<file path="config.mk">
export PLATFORM = sky130hd
export DESIGN_NAME = byte_pattern_scanner
export DESIGN_NICKNAME = d
export VERILOG_FILES = /design/src/rtl/bps_pkg.sv /design/src/rtl/byte_pattern_scanner.sv
export SDC_FILE = /design/constraint.sdc
export NUM_CORES = 1
export LEC_CHECK = 0
export BUFFER_PORTS_ARGS = -buffer_cell sky130_fd_sc_hd__buf_2
export CAP_MARGIN = 20
export CORE_UTILIZATION = 50
export CTS_BUF_LIST = sky130_fd_sc_hd__clkbuf_2
export DETAILED_ROUTE_END_ITERATION = 8
export HOLD_SLACK_MARGIN = 0.06
export PLACE_DENSITY = 0.68
export RECOVER_POWER = 25
export SYNTH_ARGS = -nofsm -noshare
export SYNTH_HDL_FRONTEND = slang
export SYNTH_SLANG_ARGS = --single-unit
</file>
<file path="constraint.sdc">
create_clock -name clk -period 9 [get_ports clk]
set_input_delay 1.35 -clock clk [delete_from_list [all_inputs] [get_ports clk]]
set_output_delay 1.35 -clock clk [all_outputs]
set_load 0.03 [all_outputs]
</file>
<file path="src/rtl/bps_pkg.sv">
`default_nettype none
// ----------------------------------------------------------------------------
// Byte pattern scanner package
// Field widths, register indexes and parameter defaults of the scanner.
// ----------------------------------------------------------------------------
package bps_pkg;

    localparam int DATA_W    = 8;
    localparam int PATTERN_W = 64;
    localparam int SIZE_W    = 4;
    localparam int BASE_W    = 32;
    localparam int OFFSET_W  = 32;
    localparam int MADDR_W   = 32;
    localparam int COUNT_W   = 32;
    localparam int CFG_IDX_W = 2;
    localparam int CFG_DATA_W = PATTERN_W;

    localparam int MAX_PATTERN_BYTES_DEF = 8;
    localparam int ADDRESS_BITS_DEF      = 32;

    localparam logic [SIZE_W-1:0] PATTERN_SIZE_RESET = SIZE_W'(4);

    localparam logic [CFG_IDX_W-1:0] CFG_PATTERN_VALUE = 2'd0;
    localparam logic [CFG_IDX_W-1:0] CFG_PATTERN_SIZE  = 2'd1;
    localparam logic [CFG_IDX_W-1:0] CFG_REGION_BASE   = 2'd2;

endpackage
`default_nettype wire

</file>
<file path="src/rtl/byte_pattern_scanner.sv">
`default_nettype none
// ----------------------------------------------------------------------------
// Byte pattern scanner
// Finds non-overlapping little-endian occurrences of a configured value in a
// stream of memory bytes and reports their start address and running count.
// ----------------------------------------------------------------------------
// The scanner takes one byte word per clock cycle and runs at that rate
// without a stall as long as the result side keeps up. An accepted word is
// held in an input register and compared there combinationally against the
// pattern. A match is loaded into the output register once the input
// register passes its byte on, and the result word is presented from there.
// While a result word waits on the output side, the input register takes at
// most one more word and then holds off the sender. Configuration writes take
// effect at the next byte and are meant for idle periods.
module byte_pattern_scanner
#(
    parameter int MAX_PATTERN_BYTES = bps_pkg::MAX_PATTERN_BYTES_DEF,
    parameter int ADDRESS_BITS      = bps_pkg::ADDRESS_BITS_DEF
)
(
    input  wire logic                          clk,
    input  wire logic                          rst_n,

    input  wire logic                          cfg_we,
    input  wire logic [bps_pkg::CFG_IDX_W-1:0] cfg_index,
    input  wire logic [bps_pkg::CFG_DATA_W-1:0] cfg_data,

    input  wire logic                          in_valid,
    output      logic                          in_ready,
    input  wire logic [bps_pkg::DATA_W-1:0]    data_byte,
    input  wire logic                          region_last,
    input  wire logic                          clear_count,

    output      logic                          out_valid,
    input  wire logic                          out_ready,
    output      logic [bps_pkg::MADDR_W-1:0]   match_address,
    output      logic [bps_pkg::COUNT_W-1:0]   match_total
);

    import bps_pkg::*;

    localparam int WIN_W   = DATA_W * MAX_PATTERN_BYTES;
    localparam int FILL_W  = $clog2(MAX_PATTERN_BYTES + 1);
    localparam int SUP_W   = (MAX_PATTERN_BYTES > 1) ? $clog2(MAX_PATTERN_BYTES) : 1;
    localparam int AW_EFF  = (ADDRESS_BITS < MADDR_W) ? ADDRESS_BITS : MADDR_W;
    localparam logic [MADDR_W:0] ADDR_MASK_WIDE =
        ((MADDR_W+1)'(1) << AW_EFF) - (MADDR_W+1)'(1);
    localparam logic [MADDR_W-1:0] ADDR_MASK = ADDR_MASK_WIDE[MADDR_W-1:0];
    localparam logic [FILL_W-1:0] FILL_MAX = FILL_W'(MAX_PATTERN_BYTES);
    localparam logic [SIZE_W-1:0] SIZE_MAX = SIZE_W'(MAX_PATTERN_BYTES);
    localparam logic [COUNT_W-1:0] COUNT_SAT = '1;

    logic [PATTERN_W-1:0] pattern_value_reg;
    logic [SIZE_W-1:0]    pattern_size_reg;
    logic [BASE_W-1:0]    region_base_reg;

    logic                 s1_valid_reg;
    logic [DATA_W-1:0]    s1_data_reg;
    logic                 s1_last_reg;
    logic                 s1_clear_reg;

    logic [WIN_W-1:0]     window_reg;
    logic [WIN_W-1:0]     window_next;
    logic [FILL_W-1:0]    fill_reg;
    logic [FILL_W-1:0]    fill_next;
    logic [SUP_W-1:0]     suppress_reg;
    logic [SUP_W-1:0]     suppress_next;
    logic [OFFSET_W-1:0]  offset_reg;
    logic [OFFSET_W-1:0]  offset_next;
    logic [COUNT_W-1:0]   count_reg;
    logic [COUNT_W-1:0]   count_next;

    logic                 out_valid_reg;
    logic                 out_valid_next;
    logic [MADDR_W-1:0]   match_address_reg;
    logic [COUNT_W-1:0]   match_total_reg;

    logic                 s1_advance;
    logic                 s1_fire;
    logic [SIZE_W-1:0]    size_eff;
    logic [WIN_W-1:0]     window_shift;
    logic [FILL_W-1:0]    fill_inc;
    logic [MAX_PATTERN_BYTES:1] size_equal;
    logic                 pattern_equal;
    logic                 hit;
    logic [COUNT_W-1:0]   count_base;
    logic [MADDR_W-1:0]   addr_sum;

    assign s1_advance = !out_valid_reg || out_ready;
    assign s1_fire    = s1_valid_reg && s1_advance;
    assign in_ready   = !s1_valid_reg || s1_advance;

    assign out_valid     = out_valid_reg;
    assign match_address = match_address_reg;
    assign match_total   = match_total_reg;

    always_comb
    begin
        if (pattern_size_reg == '0)
        begin
            size_eff = SIZE_W'(1);
        end
        else if (pattern_size_reg > SIZE_MAX)
        begin
            size_eff = SIZE_MAX;
        end
        else
        begin
            size_eff = pattern_size_reg;
        end
    end

    // The newest byte enters at the top of the window.
    assign window_shift = (window_reg >> DATA_W)
                        | (WIN_W'(s1_data_reg) << (DATA_W * (MAX_PATTERN_BYTES - 1)));
    assign fill_inc     = (fill_reg < FILL_MAX) ? fill_reg + FILL_W'(1) : fill_reg;

    always_comb
    begin
        for (int k = 1; k <= MAX_PATTERN_BYTES; k++)
        begin
            size_equal[k] = 1'b1;
            for (int j = 0; j < k; j++)
            begin
                if (window_shift[DATA_W*(MAX_PATTERN_BYTES-k+j) +: DATA_W]
                    != pattern_value_reg[DATA_W*j +: DATA_W])
                begin
                    size_equal[k] = 1'b0;
                end
            end
        end
    end

    always_comb
    begin
        pattern_equal = 1'b0;
        for (int k = 1; k <= MAX_PATTERN_BYTES; k++)
        begin
            if (size_eff == SIZE_W'(k))
            begin
                pattern_equal = size_equal[k];
            end
        end
    end

    assign hit = (suppress_reg == '0) && (SIZE_W'(fill_inc) >= size_eff) && pattern_equal;

    assign count_base = s1_clear_reg ? '0 : count_reg;
    assign addr_sum   = region_base_reg + offset_reg - MADDR_W'(size_eff - SIZE_W'(1));

    always_comb
    begin
        window_next   = window_reg;
        fill_next     = fill_reg;
        suppress_next = suppress_reg;
        offset_next   = offset_reg;
        count_next    = count_reg;
        if (s1_fire)
        begin
            window_next = window_shift;
            fill_next   = fill_inc;
            count_next  = count_base;
            if (suppress_reg != '0)
            begin
                suppress_next = suppress_reg - SUP_W'(1);
            end
            else if (hit)
            begin
                suppress_next = SUP_W'(size_eff - SIZE_W'(1));
                if (count_base != COUNT_SAT)
                begin
                    count_next = count_base + COUNT_W'(1);
                end
            end
            if (s1_last_reg)
            begin
                window_next   = '0;
                fill_next     = '0;
                suppress_next = '0;
                offset_next   = '0;
            end
            else
            begin
                offset_next = offset_reg + OFFSET_W'(1);
            end
        end
    end

    always_comb
    begin
        out_valid_next = out_valid_reg && !out_ready;
        if (s1_fire && hit)
        begin
            out_valid_next = 1'b1;
        end
    end

    always_ff @(posedge clk or negedge rst_n)
    begin
        if (!rst_n)
        begin
            pattern_value_reg <= '0;
            pattern_size_reg  <= PATTERN_SIZE_RESET;
            region_base_reg   <= '0;
        end
        else if (cfg_we)
        begin
            case (cfg_index)
                CFG_PATTERN_VALUE: pattern_value_reg <= cfg_data;
                CFG_PATTERN_SIZE:  pattern_size_reg  <= cfg_data[SIZE_W-1:0];
                CFG_REGION_BASE:   region_base_reg   <= cfg_data[BASE_W-1:0];
                default:           ;
            endcase
        end
    end

    always_ff @(posedge clk or negedge rst_n)
    begin
        if (!rst_n)
        begin
            s1_valid_reg  <= 1'b0;
            out_valid_reg <= 1'b0;
            window_reg    <= '0;
            fill_reg      <= '0;
            suppress_reg  <= '0;
            offset_reg    <= '0;
            count_reg     <= '0;
        end
        else
        begin
            if (in_ready)
            begin
                s1_valid_reg <= in_valid;
            end
            out_valid_reg <= out_valid_next;
            window_reg    <= window_next;
            fill_reg      <= fill_next;
            suppress_reg  <= suppress_next;
            offset_reg    <= offset_next;
            count_reg     <= count_next;
        end
    end

    always_ff @(posedge clk)
    begin
        if (in_valid && in_ready)
        begin
            s1_data_reg  <= data_byte;
            s1_last_reg  <= region_last;
            s1_clear_reg <= clear_count;
        end
        if (s1_fire && hit)
        begin
            match_address_reg <= addr_sum & ADDR_MASK;
            match_total_reg   <= count_next;
        end
    end

endmodule
`default_nettype wire
</file>
==> reports/metrics.cfg <==
[die]
row_count = 70
start_util_pct = 50.8
die-area_um2 = 37900
die_h_um = 195
die_w_um = 195
core_um2 = 36500
io_pins = 147

[power]
p_leak_uw = 0.00874
ir_worst_vdd_mv = 0.115
power.density_nw_per_um2 = 202
switching_power_uw = 1550
sequentialPowerShare_pct = 46.8
power_frac_comb_pct = 29.5
p_sw_share_pct = 38.0
cellInternalPower_uw = 2530
clockPowerShare_pct = 23.7

[critical_path]
reg2reg_depth = 14
path_class = input port to asynchronous set/reset pin
critPathRequiredTime_ns = 9.70
cp.buffers_inverters = 2
regToRegSetupSlack_ns = 4.37
path_delay_family = buffers and inverters
cp_max_fo = 87
worstSetupEndpointType = asynchronous set/reset pin
rr_startpoint = pattern_size_reg[3]
path_cells = clkbuf_1 > clkbuf_2
cp.arrival_ns = 6.44
max_stage_delay_ns = 3.34
slowest_stage = clkbuf_1
r2r_end = match_address[29]
cp-start-kind = input port

[detailed_routing]
route.detailed.drc = 0
drtIter0Drc = 1002
first_pass_iters = 8
dr_total_vias = 14137
vias_per_cell = 5.63
routed_wl_um = 51600
wire_per_inst_um = 20.5
antenna_left = 0

[clock_network]
postCtsHoldBufs = 0
clock_path_buffers = 3
htree_num_levels = 3
cts_sinks = 303
root_buffer = clkbuf_2
clk_pin_slew_worst_paths_ns = 0.09
clock_latency_ns = 1.03
numCtsBuffers = 82
cts_resized = 0
cts_tree = yes
post-cts-setup-buffers = 0

[run]
maxCapViolations = 7

[layout]
drive_gt1_share_pct = 18.6
largest_register_ffs = 64
fin_nets = 2134
final_util_pct = 55.2
fin_cells = 2512
final_area_um2 = 20200
area_growth_pct = 8.72

[global_route]
grt_pass1_wl_um = 80600
overflow = 0
grt_pass1_vias = 14056
globalRouteMet3Util_pct = 5.85
grt_max_degree = 88
grt_usage_pct = 27.8
grtUsageMet1_pct = 37.5
grt-busiest-layer = met2
antenna_found_initial = 3
use_met2_pct = 43.7

[sta]
relSlewSlack_pct = -226
setup_viol = 0
finalHoldViolCount = 0
fmax_mhz = 174
worst_slew_pin_slew_ns = 4.89
tns_ns = 0
clock_skew_ns = 0.151
min_period_over_period_pct = 63.8
period_needed_ns = 5.74
rsz0062_at_grt = no
fin_ws_ns = 3.26
drv_slew = 433

[status]
failed_checks = max-capacitance violations, max-slew violations
status = finished, violations left

[logic_synthesis]
yosysWarnings = 0
yosys_most_used_dff = dfrtp_1
yosysSeqAreaShare_pct = 42.9
synth_cell_types = 67
synth_edf_count = 74
synth_seq_cells = 303
netlist_instances = 1847
syn_area_per_cell_um2 = 10.0
synth_area_um2 = 18500
ys_async_sr_fraction_pct = 75.6

[min_path]
hold_path.class = register to register
hold_depth = 2
hp-start = window_reg[14]
hold_path_end = window_reg[14]

[placed_design]
placed_cells = 2366
place_congestion = 0.982
port_buffers = 146
pre_cts_slack_ns = 4.44
dpl.hpwl_um = 36200
placed_area_um2 = 19500

## layout make-up
class | count | area, um2
flip-flops and latches | 303 | 7950
diodes | 5 | 12.5
inverters | 140 | 526
clock inverters | 26 | 140
repair buffers | 156 | 779
fillers | 3278 | 16400
multi-input cells | 1299 | 9590
clock buffers | 115 | 576
well taps | 468 | 586
## power by group through the flow
stage	Combinational, uW	Clock [uW]	Sequential (uW)
after detailed placement	1190	0	1930
after CTS	1200	1010	1900
after floorplan	1080	0	1690
after global placement	1170	0	1930
after global routing	1340	1090	1920
final	1200	966	1910
## routing by layer
metal  share of wire [%]  routed length [um]
met5                   0                   0
met4                 3.3                1700
met3                 7.3                3740
met2                  46               23700
met1                  43               22400
## per-stage QoR
step           power (uW)  hold slack (ns)
2_1_floorplan        2770            0.453
3_3_place_gp         3100            0.472
3_5_place_dp         3120            0.484
4_1_cts              4110            0.252
5_1_grt              4350            0.422
6_report             4080            0.505
## synthesized netlist by cell type (45+ instances only)
cell type | instances | share of area, %
xnor2_1 | 262 | 12
dfrtp_1 | 228 | 31
nand2_1 | 172 | 3.5
inv_1 | 139 | 2.8
mux2_2 | 98 | 5.9
nand4_1 | 83 | 2.8
xor2_1 | 79 | 3.7
edfxtp_1 | 74 | 12
nor2_1 | 71 | 1.4
clkbuf_1 | 67 | 1.4
nand3b_1 | 57 | 2.3
buf_2 | 55 | 1.5
nand3_1 | 46 | 1.2
o21ai_0 | 45 | 1.2
## how the worst max path moves through the flow
stage                        start           endpoint  cells past startpoint
2_1_floorplan            out_ready   match_address[0]                      5
3_3_place_gp   pattern_size_reg[3]  match_address[29]                     14
3_5_place_dp   pattern_size_reg[3]  match_address[29]                     14
4_1_cts        pattern_size_reg[3]  match_address[29]                     14
5_1_grt                      rst_n     window_reg[49]                      2
6_report                     rst_n     window_reg[49]                      2
## cells in the final DEF, fill, tap and decap left out, drive strengths merged, types with 10 or more instances in the layout
master	n
conb	28
o31ai	10
clkbuf	125
a21o	12
fa	31
inv	141
nor3	22
mux2	98
nor4	30
xor2	79
nand3	46
ha	40
o21ai	46
xnor2	262
nand2b	38
nand3b	57
nand2	172
nor2b	26
dfrtp	228
edfxtp	74
buf	146
a21oi	32
and3	20
nor2	72
nand4	83
clkinv	23
## cells by family after synthesis
group	after synthesis	share of synthesized area (%)
flops	303	42.9
xor+xnor	341	16.1
simple gates	596	17.1
fa+ha+maj	71	6.04
buf+inv	271	5.98
compound gates	158	5.57
mux	105	6.33
other cells	2	0.0405
Note: power is estimated with default switching activity, not from simulation.
